**src/design/tnms_pkg.sv**
```systemverilog
`timescale 1ns / 1ps

package tnms_pkg;

  localparam int TAG_W      = 16;
  localparam int KEY_W      = 32;
  localparam int LIMIT_W    = 5;
  localparam int MASK_W     = 4;
  localparam int KIU_W      = 3;
  localparam int KNUM_W     = 4;
  localparam int CFG_IDX_W  = 2;
  localparam int CFG_DATA_W = 5;

  localparam logic [CFG_IDX_W-1:0] REG_KEEP_LIMIT      = 2'd0;
  localparam logic [CFG_IDX_W-1:0] REG_DESCENDING_MASK = 2'd1;
  localparam logic [CFG_IDX_W-1:0] REG_KEYS_IN_USE     = 2'd2;

  typedef struct packed {
    logic take_cand;
    logic take_prev;
    logic take_next;
  } cell_ctrl_t;

endpackage

```
**src/design/tnms_cell.sv**
```systemverilog
`timescale 1ns / 1ps

module tnms_cell #(
  parameter int KEY_COUNT = 4
) (
  input  logic                                        clk,
  input  tnms_pkg::cell_ctrl_t                        ctrl,
  input  logic [tnms_pkg::KNUM_W-1:0]                 knum,
  input  logic [KEY_COUNT-1:0]                        desc,
  input  logic [tnms_pkg::TAG_W-1:0]                  cand_tag,
  input  logic [KEY_COUNT-1:0][tnms_pkg::KEY_W-1:0]   cand_keys,
  input  logic [tnms_pkg::TAG_W-1:0]                  prev_tag,
  input  logic [KEY_COUNT-1:0][tnms_pkg::KEY_W-1:0]   prev_keys,
  input  logic [tnms_pkg::TAG_W-1:0]                  next_tag,
  input  logic [KEY_COUNT-1:0][tnms_pkg::KEY_W-1:0]   next_keys,
  output logic [tnms_pkg::TAG_W-1:0]                  tag,
  output logic [KEY_COUNT-1:0][tnms_pkg::KEY_W-1:0]   keys,
  output logic                                        beat
);

  // first differing key in use decides
  always_comb begin
    beat = 1'b0;
    for (int k = KEY_COUNT - 1; k >= 0; k--) begin
      if ((tnms_pkg::KNUM_W'(k) < knum) && (cand_keys[k] != keys[k])) begin
        beat = desc[k] ? ($signed(cand_keys[k]) > $signed(keys[k]))
                       : ($signed(cand_keys[k]) < $signed(keys[k]));
      end
    end
  end

  always_ff @(posedge clk) begin
    priority if (ctrl.take_cand) begin
      tag  <= cand_tag;
      keys <= cand_keys;
    end else if (ctrl.take_prev) begin
      tag  <= prev_tag;
      keys <= prev_keys;
    end else if (ctrl.take_next) begin
      tag  <= next_tag;
      keys <= next_keys;
    end
  end

endmodule
```
**config.mk**
```make
export PLATFORM = sky130hd
export DESIGN_NAME = tnms_cell
export DESIGN_NICKNAME = d
export VERILOG_FILES = /design/src/design/tnms_pkg.sv /design/src/design/tnms_cell.sv
export SDC_FILE = /design/constraint.sdc
export NUM_CORES = 1
export LEC_CHECK = 0
export BUFFER_PORTS_ARGS = -buffer_cell sky130_fd_sc_hd__buf_2
export CAP_MARGIN = 20
export CELL_PAD_IN_SITES_DETAIL_PLACEMENT = 1
export CELL_PAD_IN_SITES_GLOBAL_PLACEMENT = 1
export CORE_AREA = 2 2 232 234
export DETAILED_ROUTE_END_ITERATION = 7
export DIE_AREA = 0 0 234 236
export GPL_ROUTABILITY_DRIVEN = 0
export PLACE_DENSITY_LB_ADDON = 0.1
export SLEW_MARGIN = 10
export SYNTH_ARGS = -nofsm -noshare
export SYNTH_HDL_FRONTEND = slang
export SYNTH_SLANG_ARGS = --single-unit
```
**constraint.sdc**
```tcl
create_clock -name clk -period 4.95 [get_ports clk]
set_clock_uncertainty 0.1 [all_clocks]
set_input_delay 0.99 -clock clk [delete_from_list [all_inputs] [get_ports clk]]
set_output_delay 0.99 -clock clk [all_outputs]
set_load 0.03 [all_outputs]
```
# Word-level counts from Yosys, hierarchy flattened
# Cells that the tools add are included.
[word_totals] ff_bits=144 latchBits=0 ram_bits=0 rom_bits=0 in_bits=444 out_inout_bits=145 wordCells=40 memories=0
[op_classes] n_addsub=0 n_mul=0 n_div=0 order_cmp=12 n_eq_ne=4 shift=0 n_mux=14 bitwise_logic=0 n_reduce_logical=5
[op_table] cell="2-to-1 mux 128 bit" count=3
[op_table] cell="> comparator 32 bit" count=4
[op_table] cell="less-than comparator 32 bit" count=4
[op_table] cell="inequality test 32 bit" count=4
[op_table] cell="2-to-1 mux 16 bit" count=3
[op_table] cell="less-than comparator 1 x 4 -> 1 bit, first input constant" count=2
[op_table] cell="less-than comparator 2 x 4 -> 1 bit, first input constant" count=2
[op_table] cell="2-to-1 mux 1 bit" count=8
[op_table] cell="logical AND 1 bit" count=4
[op_table] cell="nonzero test 3 bit" count=1

# Logic depth before layout (Yosys ltp)
[logic_depth] depth_word=6 depth_mapped=9 ltp_nobuf=9

# Least setup slack after synthesis
# OpenSTA, ideal clock, no wires.
[synth_timing] kind="input-to-reg" start="input port ctrl[1] in the netlist's numbering" end="register keys[0] in the netlist's numbering, enable pin" setup_ns=0.512 arrival_ns=4.746 required_time_ns=4.338 path_slack_ns=-0.408 cell_stages=3 path_buffers=2 cell_sequence="clkbuf_1 -> buf_1 -> or3_1"
[synth_via] elab_chain_cells=1
[synth_lines] element="from (decl)" line_no="tnms_cell.sv:7" rtl="input tnms_pkg::cell_ctrl_t ctrl,"
[synth_lines] element="nonzero test 3 bit (no source line)"
[synth_lines] element="to (signal assigned)" line_no="tnms_cell.sv:35" rtl="keys <= cand_keys;"
[synth_lines] element="to (signal assigned)" line_no="tnms_cell.sv:38" rtl="keys <= prev_keys;"
[synth_lines] element="to (signal assigned)" line_no="tnms_cell.sv:41" rtl="keys <= next_keys;"
[synth_lines] element="to (decl)" line_no="tnms_cell.sv:17" rtl="output logic [KEY_COUNT-1:0][tnms_pkg::KEY_W-1:0] keys,"
# No other way between the ends.
# A chain may end at the register's enable or synchronous reset.

# Worst setup path in the final report
[layout_timing] start="input port cand_keys[89] in the netlist's numbering" end="output port beat"
[layout_via] elab_chain_cells=5 word_cells_on_any_way=8 cone_classes="2 x order compare; 1 x eq/ne; 4 x mux; 1 x reduce/logical"
[layout_lines] element="from (decl)" line_no="tnms_cell.sv:11" rtl="input logic [KEY_COUNT-1:0][tnms_pkg::KEY_W-1:0] cand_keys,"
[layout_lines] element="less-than comparator 32 bit (tied with other cells)" line_no="tnms_cell.sv:27" rtl=": ($signed(cand_keys[k]) < $signed(keys[k]));"
[layout_lines] element="2-to-1 mux 1 bit or logical AND 1 bit (tied branches)" line_no="tnms_cell.sv:26, tnms_cell.sv:25"
[layout_lines] element="2-to-1 mux 1 bit * (3 in a row)" line_no="tnms_cell.sv:25" rtl="if ((tnms_pkg::KNUM_W'(k) < knum) && (cand_keys[k] != keys[k])) begin"
[layout_lines] element="to (decl)" line_no="tnms_cell.sv:18" rtl="output logic beat"
# Every way passes the cells marked *; elsewhere a longest branch is shown, timed or not.

==> results by group <==
GRT
  – Grt ovf: 0
  – First-pass GRT wire length: 67.1 mm
  – Vias in the first global route: 10.8k
  – Largest net degree at the start of global routing: 178
  – Antenna violations before repair: 14
  – GRT Overall Usage: 0.167

Critical path
  – Setup crit end kind: primary output
  – CP Launch Type: primary input
  – Critical Path AT: 3.59 ns
  – Crit path kind: primary input to primary output
  – Critical Path Max Stage Delay: 0.37 ns
  – Cells along the critical path: buf_2 > ha_1 > a21o_1 > a221o_1 > a221oi_1 > o21ai_0 > or3_1 > a31oi_1 > a211oi_2 > buf_12
  – CP max-delay cell: a221oi_1
  – Crit path required time: 3.86 ns
  – Worst Path Max Fanout: 2

Synthesis
  – Synth Area in Compound Gates: 0.134
  – Mapped Area: 0.0106 sq mm
  – Synth top area share: 0.408
  – Simple-gate share of the synthesized area: 0.104
  – Synth Area in XOR/XNOR: 0.00330
  – Ranking of synthesized cells by area: edfxtp_1 41%, ha_1 15%, mux2i_1 14%
  – Seq/Total Area, Yosys: 0.408
  – Mux contribution to synthesized area: 0.136
  – #FFs+latches synth: 144
  – Synthesized instance count: 1092
  – Largest family of logic cells by synthesized area: adder cells
  – Syn_nets: 1664
  – Dominant register cell in the synthesized netlist: edfxtp_1
  – Post-Synth Adder-Cell Area: 0.151
  – Synthesis Warnings: 0
  – Avg Cell Area, Syn: 9.71 sq um
  – Async set-reset flop share out of synthesis: 0
  – Cell taking the most area after synthesis: edfxtp_1
  – Post-synth EDFFs: 144
  – Unique masters post-synth: 47

Route
  – DRC violations left: 0
  – DR vias: 10.2k
  – Drt pass-1 iters: 6
  – Via density: 4.29
  – Detail Route Antenna Nets: 0
  – WL final: 46.2 mm
  – Wirelength per Cell: 19.5 microns
  – First DRT Iteration DRCs: 287

CTS
  – Clock buffer depth: 2
  – CTS Buf Count: 17
  – CTS Sinks: 144
  – Root Buffer: clkbuf_16
  – CTS tree: built
  – H-tree depth: 4
  – Worst-path clk slew: 0.06 ns

Finish
  – Commonest cells after routing, fill and taps aside: 585 x buf_2, 170 x nand2_1, 159 x o21ai_0
  – Layout area overhead: 40.9%
  – Fin nets: 2231
  – Share of cells above drive strength 1: 0.375
  – Most common cell after layout, fill and taps aside: buf_2

Placement
  – PortBufs: 588
  – Hpwl dp: 38.2 mm

Outcome
  – Status: finished, final reports clean

Floorplan
  – Core Area: 0.0531 sq mm
  – FP Rows: 85
  – I/O pin cnt: 589
  – Die Span Y: 236 microns
  – Die Width: 234 microns
  – Die area: 0.0552 sq mm
  – Initial core utilization: 0.200

Hold path
  – Worst min path class: primary input to flop

Power and ir drop
  – Sequential Power Share: 0.371
  – Psw: 1.50 mW
  – Pwr/cell area: 284 mW/mm^2
  – Internal: 2.74 mW
  – Clock share of power: 0.308
  – Combinational Power Share: 0.321
  – Power, Total: 4.24 mW
  – Sw Ratio: 0.354
  – Leak: 7.58 nW
  – Worst VDD drop: 239 uV

STA
  – Post-route minimum period: 4.68 ns
  – Final Max Tran Viols: 0
  – Crit share post-route: 0.945
  – Fmax: 214 MHz
  – Slew @ Worst Pin: 0.735 ns
  – Hold Vio Cnt, Final: 0
  – Setup TNS: 0 ns
  – Slew HR: 0.510
  – # setup viols final: 0
  – Unrepaired setup endpoints after global routing: no

Job
  – Max Cap Viol: 0
power groups by stage:
stage / combinational, mW / clock [mW] / sequential, mW
final: 1.36 / 1.31 / 1.58
after global routing: 1.52 / 1.41 / 1.60
after CTS: 1.40 / 1.37 / 1.58
after detailed placement: 1.39 / 0 / 1.60
after global placement: 1.38 / 0 / 1.60
after floorplan: 0.508 / 0 / 1.88
registers in the layout (all words and copies together) (netlist names):
name  cells
keys    128
tag      16
logic make-up (layout without fill, tap and decap cells):
family | Yosys count | in the layout
fa+ha+maj | 128 | 128
compound gates | 254 | 254
other cells | 0 | 5
simple gates | 240 | 240
flops | 144 | 144
xor+xnor | 4 | 4
mux | 144 | 144
buf+inv | 178 | 757
final timing paths:
kind	startpoint	end	slack, ns	depth (start not counted)
worst max-delay path	cand_keys[89]	beat	0.27	10
worst min-delay path	cand_tag[10]	tag[10]	0.69	3
area by class of cell:
cell class	count	area [sq um]
Clock buffer	23	448
Timing Repair Buffer	596	3090
Fill cell	6327	38100
Inverter	130	488
Clock inverter	8	90.1
Sequential cell	144	4320
Antenna cell	5	12.5
Tap cell	696	871
Multi-Input combinational cell	770	5620
through the flow:
stage	worst slack [ns]	utilization	std cells	cell area (sq um)	hold slack (ns)
4_1_cts	0.103	0.281	2367	14900	0.637
3_5_place_dp	0.00922	0.271	2336	14400	1.17
5_1_grt	0.0491	0.281	2369	14900	0.668
2_1_floorplan	0.915	-	1092	10600	1.08
6_report	0.274	0.282	2372	14900	0.686
3_3_place_gp	0.0920	0.271	2336	14400	1.17
cell usage after synthesis, drive strengths merged (2+ instances only):
cell and instances:
and4 11, nor2b 4, o2bb2ai 2, o21a 5, a21oi 47, o211ai 4
xor2 4, ha 128, nor4 6, inv 130, or3 4, a211oi 4
nand2 170, a21boi 7, a21o 6, nor2 8, nand3 13, buf 19
a31oi 5, a221oi 3, a221o 4, clkbuf 29, mux2i 144, edfxtp 144
o21ai 159, o41ai 2, nand4 16, nor3 2
timing repair:
| item | 4_1_cts | 5_1_grt |
|---|---|---|
| hold buffers | 0 | 0 |
| buffers inserted | 0 | 0 |
| resized for setup | 1 | 1 |
| pin swaps | 0 | 0 |
| setup endpoints to repair | 1 | 1 |
metal layers:
layer,track usage,share of wire
met5,0,0.0019
met4,0.0405,0.014
met3,0.0630,0.075
met2,0.296,0.50
met1,0.186,0.41
worst max-delay path, delay by kind of cell:
family          cells  cell delay (ns)
compound gates      6             1.64
buf+inv             2             0.29
simple gates        1             0.35
fa+ha+maj           1             0.30
(Power assumes the default switching activity.)
